### src/design/ebd_pkg.sv
package ebd_pkg;

  localparam int NUM_BUTTONS = 8;
  localparam int SLOT_COUNT  = 8;
  localparam int LANE_COUNT  = (NUM_BUTTONS < SLOT_COUNT) ? NUM_BUTTONS : SLOT_COUNT;

  localparam int LEVELS_W   = 8;
  localparam int TICKS_W    = 32;
  localparam int DEB_W      = 16;
  localparam int BTN_W      = 3;
  localparam int IN_TDATA_W = LEVELS_W + TICKS_W;

  localparam logic [DEB_W-1:0] DEBOUNCE_RESET = 16'd5;

  typedef struct packed {
    logic chg;
    logic lvl;
    logic stable;
  } lane_flag_t;

  typedef struct packed {
    logic [SLOT_COUNT-1:0] stable_levels;
    logic [BTN_W-1:0]      active_button;
    logic                  active_valid;
    logic [BTN_W-1:0]      release_button;
    logic                  release_valid;
    logic [BTN_W-1:0]      press_button;
    logic                  press_valid;
  } result_t;

  localparam int RESULT_W    = $bits(result_t);
  localparam int OUT_TDATA_W = ((RESULT_W + 7) / 8) * 8;

endpackage

### src/design/ebd_lane.sv
module ebd_lane (
  input  logic                       clk,
  input  logic                       rst_n,
  input  logic                       en,
  input  logic                       lvl,
  input  logic [ebd_pkg::TICKS_W-1:0] now_ticks,
  input  logic [ebd_pkg::DEB_W-1:0]   debounce_ticks,
  output ebd_pkg::lane_flag_t         flag
);
  import ebd_pkg::*;

  logic               last_raw_r;
  logic               debounced_r;
  logic [TICKS_W-1:0] change_time_r;
  logic [TICKS_W-1:0] elapsed;
  logic               held;
  logic               debounced_nxt;

  always_comb begin
    elapsed       = now_ticks - change_time_r;
    held          = (lvl == last_raw_r) && (elapsed >= TICKS_W'(debounce_ticks));
    flag.chg      = held && (lvl != debounced_r);
    flag.lvl      = lvl;
    debounced_nxt = flag.chg ? lvl : debounced_r;
    flag.stable   = debounced_nxt;
  end

  always_ff @(posedge clk) begin
    if (!rst_n) begin
      last_raw_r    <= 1'b1;
      debounced_r   <= 1'b1;
      change_time_r <= '0;
    end else if (en) begin
      if (lvl != last_raw_r) begin
        last_raw_r    <= lvl;
        change_time_r <= now_ticks;
      end
      debounced_r <= debounced_nxt;
    end
  end

endmodule

### src/design/ebd_merge.sv
module ebd_merge (
  input  logic                                   clk,
  input  logic                                   rst_n,
  input  logic                                   in_acc,
  input  ebd_pkg::lane_flag_t [ebd_pkg::LANE_COUNT-1:0] flags,
  output logic                                   in_ready,
  output logic                                   out_valid,
  input  logic                                   out_ready,
  output ebd_pkg::result_t                       out_res
);
  import ebd_pkg::*;

  logic                          s1_valid_r;
  lane_flag_t [LANE_COUNT-1:0]   s1_flags_r;
  logic                          holder_valid_r;
  logic [BTN_W-1:0]              holder_idx_r;
  logic                          out_valid_r;
  result_t                       out_res_r;

  logic                          out_adv;
  logic                          s1_adv;
  logic                          hv_nxt;
  logic [BTN_W-1:0]              hi_nxt;
  logic                          pv;
  logic [BTN_W-1:0]              pb;
  logic                          rv;
  logic [BTN_W-1:0]              rb;
  logic [SLOT_COUNT-1:0]         stable;
  result_t                       res_nxt;

  assign out_adv   = !out_valid_r || out_ready;
  assign s1_adv    = s1_valid_r && out_adv;
  assign in_ready  = !s1_valid_r || out_adv;
  assign out_valid = out_valid_r;
  assign out_res   = out_res_r;

  // index-ordered claim and release of the single slot
  always_comb begin
    hv_nxt = holder_valid_r;
    hi_nxt = holder_idx_r;
    pv     = 1'b0;
    pb     = '0;
    rv     = 1'b0;
    rb     = '0;
    for (int i = 0; i < LANE_COUNT; i++) begin
      if (s1_flags_r[i].chg) begin
        if (!s1_flags_r[i].lvl && !hv_nxt) begin
          hv_nxt = 1'b1;
          hi_nxt = BTN_W'(i);
          pv     = 1'b1;
          pb     = BTN_W'(i);
        end else if (s1_flags_r[i].lvl && hv_nxt && (hi_nxt == BTN_W'(i))) begin
          hv_nxt = 1'b0;
          hi_nxt = '0;
          rv     = 1'b1;
          rb     = BTN_W'(i);
        end
      end
    end
  end

  for (genvar j = 0; j < SLOT_COUNT; j++) begin : g_stable
    if (j < LANE_COUNT) begin : g_live
      assign stable[j] = s1_flags_r[j].stable;
    end else begin : g_absent
      assign stable[j] = 1'b1;
    end
  end

  always_comb begin
    res_nxt.press_valid    = pv;
    res_nxt.press_button   = pb;
    res_nxt.release_valid  = rv;
    res_nxt.release_button = rb;
    res_nxt.active_valid   = hv_nxt;
    res_nxt.active_button  = hv_nxt ? hi_nxt : '0;
    res_nxt.stable_levels  = stable;
  end

  always_ff @(posedge clk) begin
    if (!rst_n) begin
      s1_valid_r     <= 1'b0;
      holder_valid_r <= 1'b0;
      holder_idx_r   <= '0;
      out_valid_r    <= 1'b0;
    end else begin
      if (in_acc) begin
        s1_valid_r <= 1'b1;
      end else if (s1_adv) begin
        s1_valid_r <= 1'b0;
      end
      if (s1_adv) begin
        holder_valid_r <= hv_nxt;
        holder_idx_r   <= hi_nxt;
        out_valid_r    <= 1'b1;
      end else if (out_ready) begin
        out_valid_r <= 1'b0;
      end
    end
  end

  always_ff @(posedge clk) begin
    if (in_acc) begin
      s1_flags_r <= flags;
    end
    if (s1_adv) begin
      out_res_r <= res_nxt;
    end
  end

endmodule

### src/design/exclusive_button_debouncer.sv
// a taken scan is registered in stage one, then in the result register behind out_tvalid; a stall can hold it between
// throughput: one scan per cycle, no bubbles while the result side keeps tready high
// the lanes (32-bit elapsed compare) form stage one, the ordered slot merge stage two
// reset: all buttons released and stable, change times zero, no active button,
// debounce_ticks back to 5, both pipeline stages empty
module exclusive_button_debouncer (
  input  logic                             clk,
  input  logic                             rst_n,
  input  logic                             cfg_valid,
  output logic                             cfg_ready,
  input  logic [ebd_pkg::DEB_W-1:0]        cfg_data,     // debounce_ticks
  input  logic                             in_tvalid,
  output logic                             in_tready,
  // levels [7:0], now_ticks [39:8]
  input  logic [ebd_pkg::IN_TDATA_W-1:0]   in_tdata,
  output logic                             out_tvalid,
  input  logic                             out_tready,
  // press_valid [0], press_button [3:1], release_valid [4], release_button [7:5],
  // active_valid [8], active_button [11:9], stable_levels [19:12], zero pad [23:20]
  output logic [ebd_pkg::OUT_TDATA_W-1:0]  out_tdata
);
  import ebd_pkg::*;

  logic [DEB_W-1:0]            debounce_ticks_r;
  logic                        in_acc;
  lane_flag_t [LANE_COUNT-1:0] flags;
  result_t                     res;

  assign cfg_ready = 1'b1;
  assign in_acc    = in_tvalid && in_tready;

  always_ff @(posedge clk) begin
    if (!rst_n) begin
      debounce_ticks_r <= DEBOUNCE_RESET;
    end else if (cfg_valid) begin
      debounce_ticks_r <= cfg_data;
    end
  end

  for (genvar g = 0; g < LANE_COUNT; g++) begin : g_lane
    ebd_lane u_lane (
      .clk            (clk),
      .rst_n          (rst_n),
      .en             (in_acc),
      .lvl            (in_tdata[g]),
      .now_ticks      (in_tdata[LEVELS_W +: TICKS_W]),
      .debounce_ticks (debounce_ticks_r),
      .flag           (flags[g])
    );
  end

  ebd_merge u_merge (
    .clk       (clk),
    .rst_n     (rst_n),
    .in_acc    (in_acc),
    .flags     (flags),
    .in_ready  (in_tready),
    .out_valid (out_tvalid),
    .out_ready (out_tready),
    .out_res   (res)
  );

  assign out_tdata = OUT_TDATA_W'(res);

endmodule

### config.mk
export PLATFORM = sky130hd
export DESIGN_NAME = exclusive_button_debouncer
export DESIGN_NICKNAME = d
export VERILOG_FILES = /design/src/design/ebd_pkg.sv /design/src/design/ebd_lane.sv /design/src/design/ebd_merge.sv /design/src/design/exclusive_button_debouncer.sv
export SDC_FILE = /design/constraint.sdc
export NUM_CORES = 1
export LEC_CHECK = 0
export BUFFER_PORTS_ARGS = -buffer_cell sky130_fd_sc_hd__buf_2
export CAP_MARGIN = 20
export CORE_MARGIN = 2
export CORE_UTILIZATION = 30
export DETAILED_ROUTE_END_ITERATION = 16
export GPL_TIMING_DRIVEN = 0
export SETUP_SLACK_MARGIN = 0.1
export SKIP_LAST_GASP = 1
export SLEW_MARGIN = 20
export SYNTH_ARGS = -nofsm -noshare
export SYNTH_HDL_FRONTEND = slang
export SYNTH_HIERARCHICAL = 1
export SYNTH_SLANG_ARGS = --single-unit
### constraint.sdc
create_clock -name clk -period 13.41 [get_ports clk]
set_input_delay 3.3525 -clock clk [delete_from_list [all_inputs] [get_ports clk]]
set_output_delay 3.3525 -clock clk [all_outputs]
set_load 0.01 [all_outputs]
# --- Word-level counts from Yosys, hierarchy flattened ---
# Index checks and enable logic that the tools add are counted.
totals:
  reg_bits: 338
  latch_bits: 0
  mem_bits_rw: 0
  rom_bits: 0
  out_inout_bits: 27
  n_memories: 0
classes:
  add_sub_neg: 8
  n_mul: 0
  n_div: 0
  order_cmp: 8
  eq_ne: 31
  shift: 0
  mux: 135
  n_bitwise: 0
  reduce_logical: 73
op_table:
  columns: ["op", "count"]
  rows:
  - ["32-bit by 16-bit greater-or-equal comparator with 1-bit output", 8]
  - ["32-bit subtractor", 8]
  - ["3-bit 2-to-1 mux", 57]
  - ["1-bit 2-to-1 mux", 78]
  - ["1-bit logical AND", 42]
  - ["1-bit zero test", 18]
  - ["1-bit inequality test", 16]
  - ["2-bit AND reduction", 8]
  - ["3-bit == test, second input constant", 4]
  - ["1-bit == test", 8]
  - ["3-bit by 2-bit == test with 1-bit output, second input constant", 2]
  - ["2-bit nonzero test", 2]
  - ["3-bit by 1-bit == test with 1-bit output, second input constant", 1]
  - ["3-bit zero test", 1]
  - ["1-bit logical OR", 2]

# --- Logic depth before layout (Yosys ltp) ---
logic_depth:
  ltp_word: 40
  mapped_depth: 22

# --- Hierarchy ---
# Netlist, hierarchy kept.
by_module_without_submodules:
  columns: ["mod", "instances", "cells_each", "area_each_um2"]
  rows:
  - ["ebd_lane at g_lane[0].u_lane ...", 5, 546, 3854.9]
  - ["ebd_lane at g_lane[2].u_lane", 1, 552, 3968.8]
  - ["ebd_lane at g_lane[1].u_lane", 1, 537, 3796.1]
  - ["ebd_lane at g_lane[7].u_lane", 1, 540, 3793.6]
  - ["ebd_merge", 1, 200, 2399.8]
  - ["exclusive_button_debouncer", 1, 59, 661.9]

# --- Least setup slack after synthesis ---
# Ideal clock, no wire load.
synth_timing:
  kind: "input -> output"
  start: "input out_tready"
  end: "output in_tready"
  arrival_time_ns: 3.668
  setup_slack_ns: 6.389
  path_stages: 2
  path_buffers: 0
  path_cell_list: "nor2b_1 > nand2_1"
synth_between:
  elab_chain_cells: 2
synth_rtl:
  columns: ["element", "line_no", "text"]
  rows:
  - ["start: declaration", "exclusive_button_debouncer.sv:17", "input logic out_tready,"]
  - ["1-bit logical OR", "ebd_merge.sv:31", "assign out_adv = !out_valid_r || out_ready;"]
  - ["1-bit logical OR", "ebd_merge.sv:33", "assign in_ready = !s1_valid_r || out_adv;"]
  - ["end: declaration", "exclusive_button_debouncer.sv:13", "output logic in_tready,"]
# No other way between the ends.

# --- Final worst setup path ---
layout_timing:
  start: "input in_tdata[8] in the netlist's numbering"
  end: "register g_lane[4].u_lane.debounced_r"
layout_between:
  elab_chain_cells: 5
layout_rtl:
  columns: ["element", "line_no", "text"]
  rows:
  - ["start: declaration", "exclusive_button_debouncer.sv:15", "input logic [ebd_pkg::IN_TDATA_W-1:0] in_tdata,"]
  - ["32-bit subtractor", "ebd_lane.sv:20", "elapsed = now_ticks - change_time_r;"]
  - ["32-bit by 16-bit greater-or-equal comparator with 1-bit output", "ebd_lane.sv:21", "held = (lvl == last_raw_r) && (elapsed >= TICKS_W'(debounce_ticks));"]
  - ["1-bit logical AND", "ebd_lane.sv:21", null]
  - ["1-bit logical AND", "ebd_lane.sv:22", "flag.chg = held && (lvl != debounced_r);"]
  - ["1-bit 2-to-1 mux", "ebd_lane.sv:24", "debounced_nxt = flag.chg ? lvl : debounced_r;"]
  - ["end signal: assignment", "ebd_lane.sv:38", "debounced_r <= debounced_nxt;"]
  - ["end: declaration", "ebd_lane.sv:13", "logic debounced_r;"]
# No other way between the ends.
# A chain may end at the register's enable or synchronous reset.

==> impl_metrics.csv <==
group,metric,value,unit
worst_setup_path,worstSetupEndpoint,"g_lane[4].u_lane/debounced_r",
global_routing,grt_antenna_before_repair,8,
logic_synthesis,synth_edf_count,44,
logic_synthesis,synth_seq_area_share,0.213,
timing,fmax,0.127,GHz
cts,postCtsHoldBufs,0,
logic_synthesis,syn_area,0.0339,mm²
floorplan,die_x,340,µm
global_routing,grt_pass1_wl,175000,µm
global_routing,gr-total-overflow,0,
cts,clock-sinks,338,
logic_synthesis,avgSynthCellArea,7.34,µm²
worst_setup_path,r2r-end,"g_lane[4].u_lane/debounced_r",
logic_synthesis,synth-seq-cells,338,
timing,final_max_slew_viol_count,0,
worst_setup_path,crit_path_start,"in_tdata[8]",
cts,htree_levels,2,
run,cap_violations,0,
timing,finalCritPeriodShare,0.586,
detailed_routing,wl_per_cell,18.1,µm
global_routing,globalRouteTotalUtil,0.189,
logic_synthesis,yosys_warnings,6,
worst_setup_path,r2r_cells,15,
placement,io_buffers,81,
floorplan,die_area,0.116,mm²
timing,rsz0062_at_grt,"false",
timing,worstMarginPinSlew,1.24,ns
floorplan,initial_utilization,0.302,
placement,finalWeightedCongestion,0.925,
cts,cts_setup_buffers,0,
layout,finish.utilization,0.335,
timing,slew_headroom,0.170,
worst_setup_path,path_max_fanout,16,
worst_setup_path,r2r_slack,8.51,ns
layout,nets,5194,
worst_setup_path,critPathRequiredTime,13.82,ns
global_routing,grt_pass1_vias,31200,
layout,syn_to_final_growth,11.0,%
detailed_routing,antenna_left,0,
detailed_routing,drc_errors,0,
timing,clock_skew,0.0457,ns
cts,cts_root_buf,"clkbuf_16",
cts,cts_buffers,43,
global_routing,grt_max_degree,39,
power,ir_drop,0.0931,mV
logic_synthesis,yosysUniqueCellTypes,109,
cts,clock_path_buffers,3,
detailed_routing,first_iter_violations,2830,
hold_path,hold_class,"flip-flop to flip-flop",
timing,finalSetupTns,0,ns
power,p_per_area,101,mW/mm²
logic_synthesis,synth-async-reset-ratio,0,
floorplan,pin_count,88,
worst_setup_path,end_kind,"flip-flop",
cts,clkLatencyLatePin,0.62,ns
outcome,status,"complete, no violations",
worst_setup_path,critical_path_arrival,8.27,ns
timing,finalHoldViolCount,0,
logic_synthesis,synth_ff_type,"dfxtp_1",
worst_setup_path,worstSetupStartpointType,"input port",
detailed_routing,vias_per_cell,5.35,
timing,setup_viol,0,
floorplan,die_h,340,µm
timing,final.min_clock_period,7.86,ns
cts,cts_resized,0,
power,p_leak,0.0147,µW
placement,dp_hpwl,83100,µm
detailed_routing,routed_wl,113000,µm
worst_setup_path,r2r_start,"g_lane[4].u_lane/change_time_r[0]",
logic_synthesis,syn_inst,4618,
cts,tritoncts,"built",
detailed_routing,first_pass_iters,5,
worst_setup_path,worstSetupPathType,"input port to flip-flop",
cts,cts.clk_slew.worst_paths,0.06,ns
detailed_routing,vias,33600,
floorplan,core,0.112,mm²
layout,fillers,12200,
floorplan,rows,123,
layout,drive_above_1_share,0.0826,
[cells in the mapped netlist (11+ instances only)]
library cell | instances | area [µm²]
o21ai_0 | 151 | 756
inv_1 | 442 | 1660
o221a_2 | 18 | 203
ha_1 | 376 | 4700
xnor2_1 | 87 | 762
a2111oi_0 | 25 | 219
a311o_1 | 12 | 120
and4_1 | 14 | 123
nor2_1 | 190 | 713
nor3_1 | 30 | 150
a211oi_1 | 44 | 330
a21boi_0 | 12 | 90.1
o211ai_1 | 55 | 413
nand4_1 | 69 | 432
o21bai_1 | 15 | 113
o2111ai_1 | 20 | 175
a21o_1 | 110 | 826
a41oi_1 | 11 | 96.3
buf_2 | 51 | 255
and3b_1 | 13 | 114
and3_1 | 60 | 375
mux2i_1 | 88 | 881
nand3_1 | 41 | 205
nor2b_1 | 50 | 313
a221oi_2 | 13 | 195
a21oi_2 | 14 | 123
a21oi_1 | 572 | 2860
nor4_1 | 27 | 169
a221oi_1 | 16 | 140
edfxtp_1 | 44 | 1320
buf_4 | 24 | 180
a31oi_1 | 36 | 225
o21a_1 | 54 | 405
dfxtp_1 | 294 | 5890
clkbuf_1 | 117 | 439
xor2_1 | 49 | 429
nand2b_1 | 95 | 594
nand2_1 | 857 | 3220
and2_1 | 67 | 419
or2_2 | 12 | 75.1
a311oi_1 | 11 | 96.3
nand4b_1 | 26 | 228
o21ai_1 | 39 | 195
o22ai_1 | 17 | 106
[through the flow]
step | hold WS, ns | cells | area [µm²] | power [µW] | worst slack [ns]
finish | 0.416 | 6284 | 37600 | 3790 | 5.55
CTS | 0.421 | 6283 | 37600 | 3810 | 5.69
global route | 0.424 | 6283 | 37600 | 4050 | 5.17
detailed placement | 0.407 | 6204 | 36200 | 2600 | 5.07
global placement | 0.404 | 6202 | 36200 | 2580 | 5.10
floorplan | 0.400 | 4621 | 33900 | 2220 | 6.39
[logic make-up (layout without fill, tap and decap cells)]
logic type / Yosys count / in the layout / synth area share
compound gates: 1370 / 1370 / 0.266
xor+xnor: 136 / 136 / 0.0351
fa+ha+maj: 384 / 384 / 0.144
buf+inv: 659 / 821 / 0.0803
flops: 338 / 338 / 0.213
mux: 89 / 89 / 0.0263
other cells: 2 / 6 / 0.000222
simple gates: 1640 / 1640 / 0.235
[worst min-delay path by stage]
stage	cells past startpoint	endpoint	startpoint	slack (ns)
floorplan	0	u_merge/out_res[12]	u_merge/res_nxt[12]	0.40
global route	0	u_merge/out_res[17]	u_merge/res_nxt[17]	0.42
CTS	0	u_merge/out_res[17]	u_merge/res_nxt[17]	0.42
global placement	0	u_merge/out_res[19]	u_merge/res_nxt[19]	0.40
finish	0	u_merge/out_res[14]	u_merge/res_nxt[14]	0.42
detailed placement	0	u_merge/out_res[17]	u_merge/res_nxt[17]	0.41
[sequential cells by signal, summed over array words and instances (netlist names)]
signal                       cells
u_merge/res_nxt                  8
g_lane.u_lane/debounced_r        8
u_merge/holder_valid_r           1
u_merge/holder_idx_r             3
u_merge/out_valid                1
g_lane.u_lane/last_raw_r         8
u_merge/out_res                 20
u_merge/s1_flags_r              16
u_merge/s1_valid_r               1
g_lane.u_lane/change_time_r    256
debounce_ticks_r                16
[layer usage]
metal,up-vias,global-route usage,wire length [µm]
met5,-,0,36
met4,6,0.0520,3080
met3,141,0.0210,7360
met2,950,0.292,48100
met1,15900,0.276,54800
li1,16600,-,-
[cell usage in the layout (no fill, tap or decap), types with 43 or more instances in the layout]
master | Yosys | layout
nand2_1 | 857 | 857
a21oi_1 | 572 | 572
inv_1 | 442 | 442
ha_1 | 376 | 376
dfxtp_1 | 294 | 294
nor2_1 | 190 | 190
o21ai_0 | 151 | 151
buf_2 | 51 | 132
clkbuf_1 | 117 | 129
a21o_1 | 110 | 110
nand2b_1 | 95 | 95
mux2i_1 | 88 | 88
xnor2_1 | 87 | 87
nand4_1 | 69 | 69
and2_1 | 67 | 66
and3_1 | 60 | 60
o211ai_1 | 55 | 55
o21a_1 | 54 | 54
nor2b_1 | 50 | 50
xor2_1 | 49 | 49
a211oi_1 | 44 | 44
edfxtp_1 | 44 | 44
clkbuf_16 | 0 | 43
[area by class of cell]
| type | instances | area [µm²] | area share |
|---|---|---|---|
| Clock inverter | 21 | 241 | 0.00642 |
| Clock buffer | 58 | 1150 | 0.0306 |
| Timing Repair Buffer | 83 | 445 | 0.0118 |
| Sequential cell | 338 | 7210 | 0.192 |
| Buffer | 208 | 1030 | 0.0274 |
| Antenna cell | 1 | 2.50 | 0.0000665 |
| Multi-Input combinational cell | 3624 | 24000 | 0.637 |
| Inverter | 451 | 1690 | 0.0450 |
| Tap cell | 1500 | 1880 | 0.0499 |
[report_power, final]
part	switching [µW]	internal, µW
Combinational	893	572
Sequential	54.3	1090
Clock	502	686
[critical path, stage by stage]
cell and delay (ns):
buf_2 0.37, inv_1 0.09, ha_1 0.23, fa_1 0.40
nand2b_1 0.19, a21oi_1 0.24, o21ai_1 0.21, o21ai_1 0.68
xor2_1 0.18, ha_1 0.35, nand4_1 0.13, a2111oi_0 0.81
a21o_1 0.16, a2111oi_0 0.07, and4b_1 0.25, a2111oi_1 0.45
a311oi_2 0.09
Note: power is estimated with default switching activity, not from simulation.
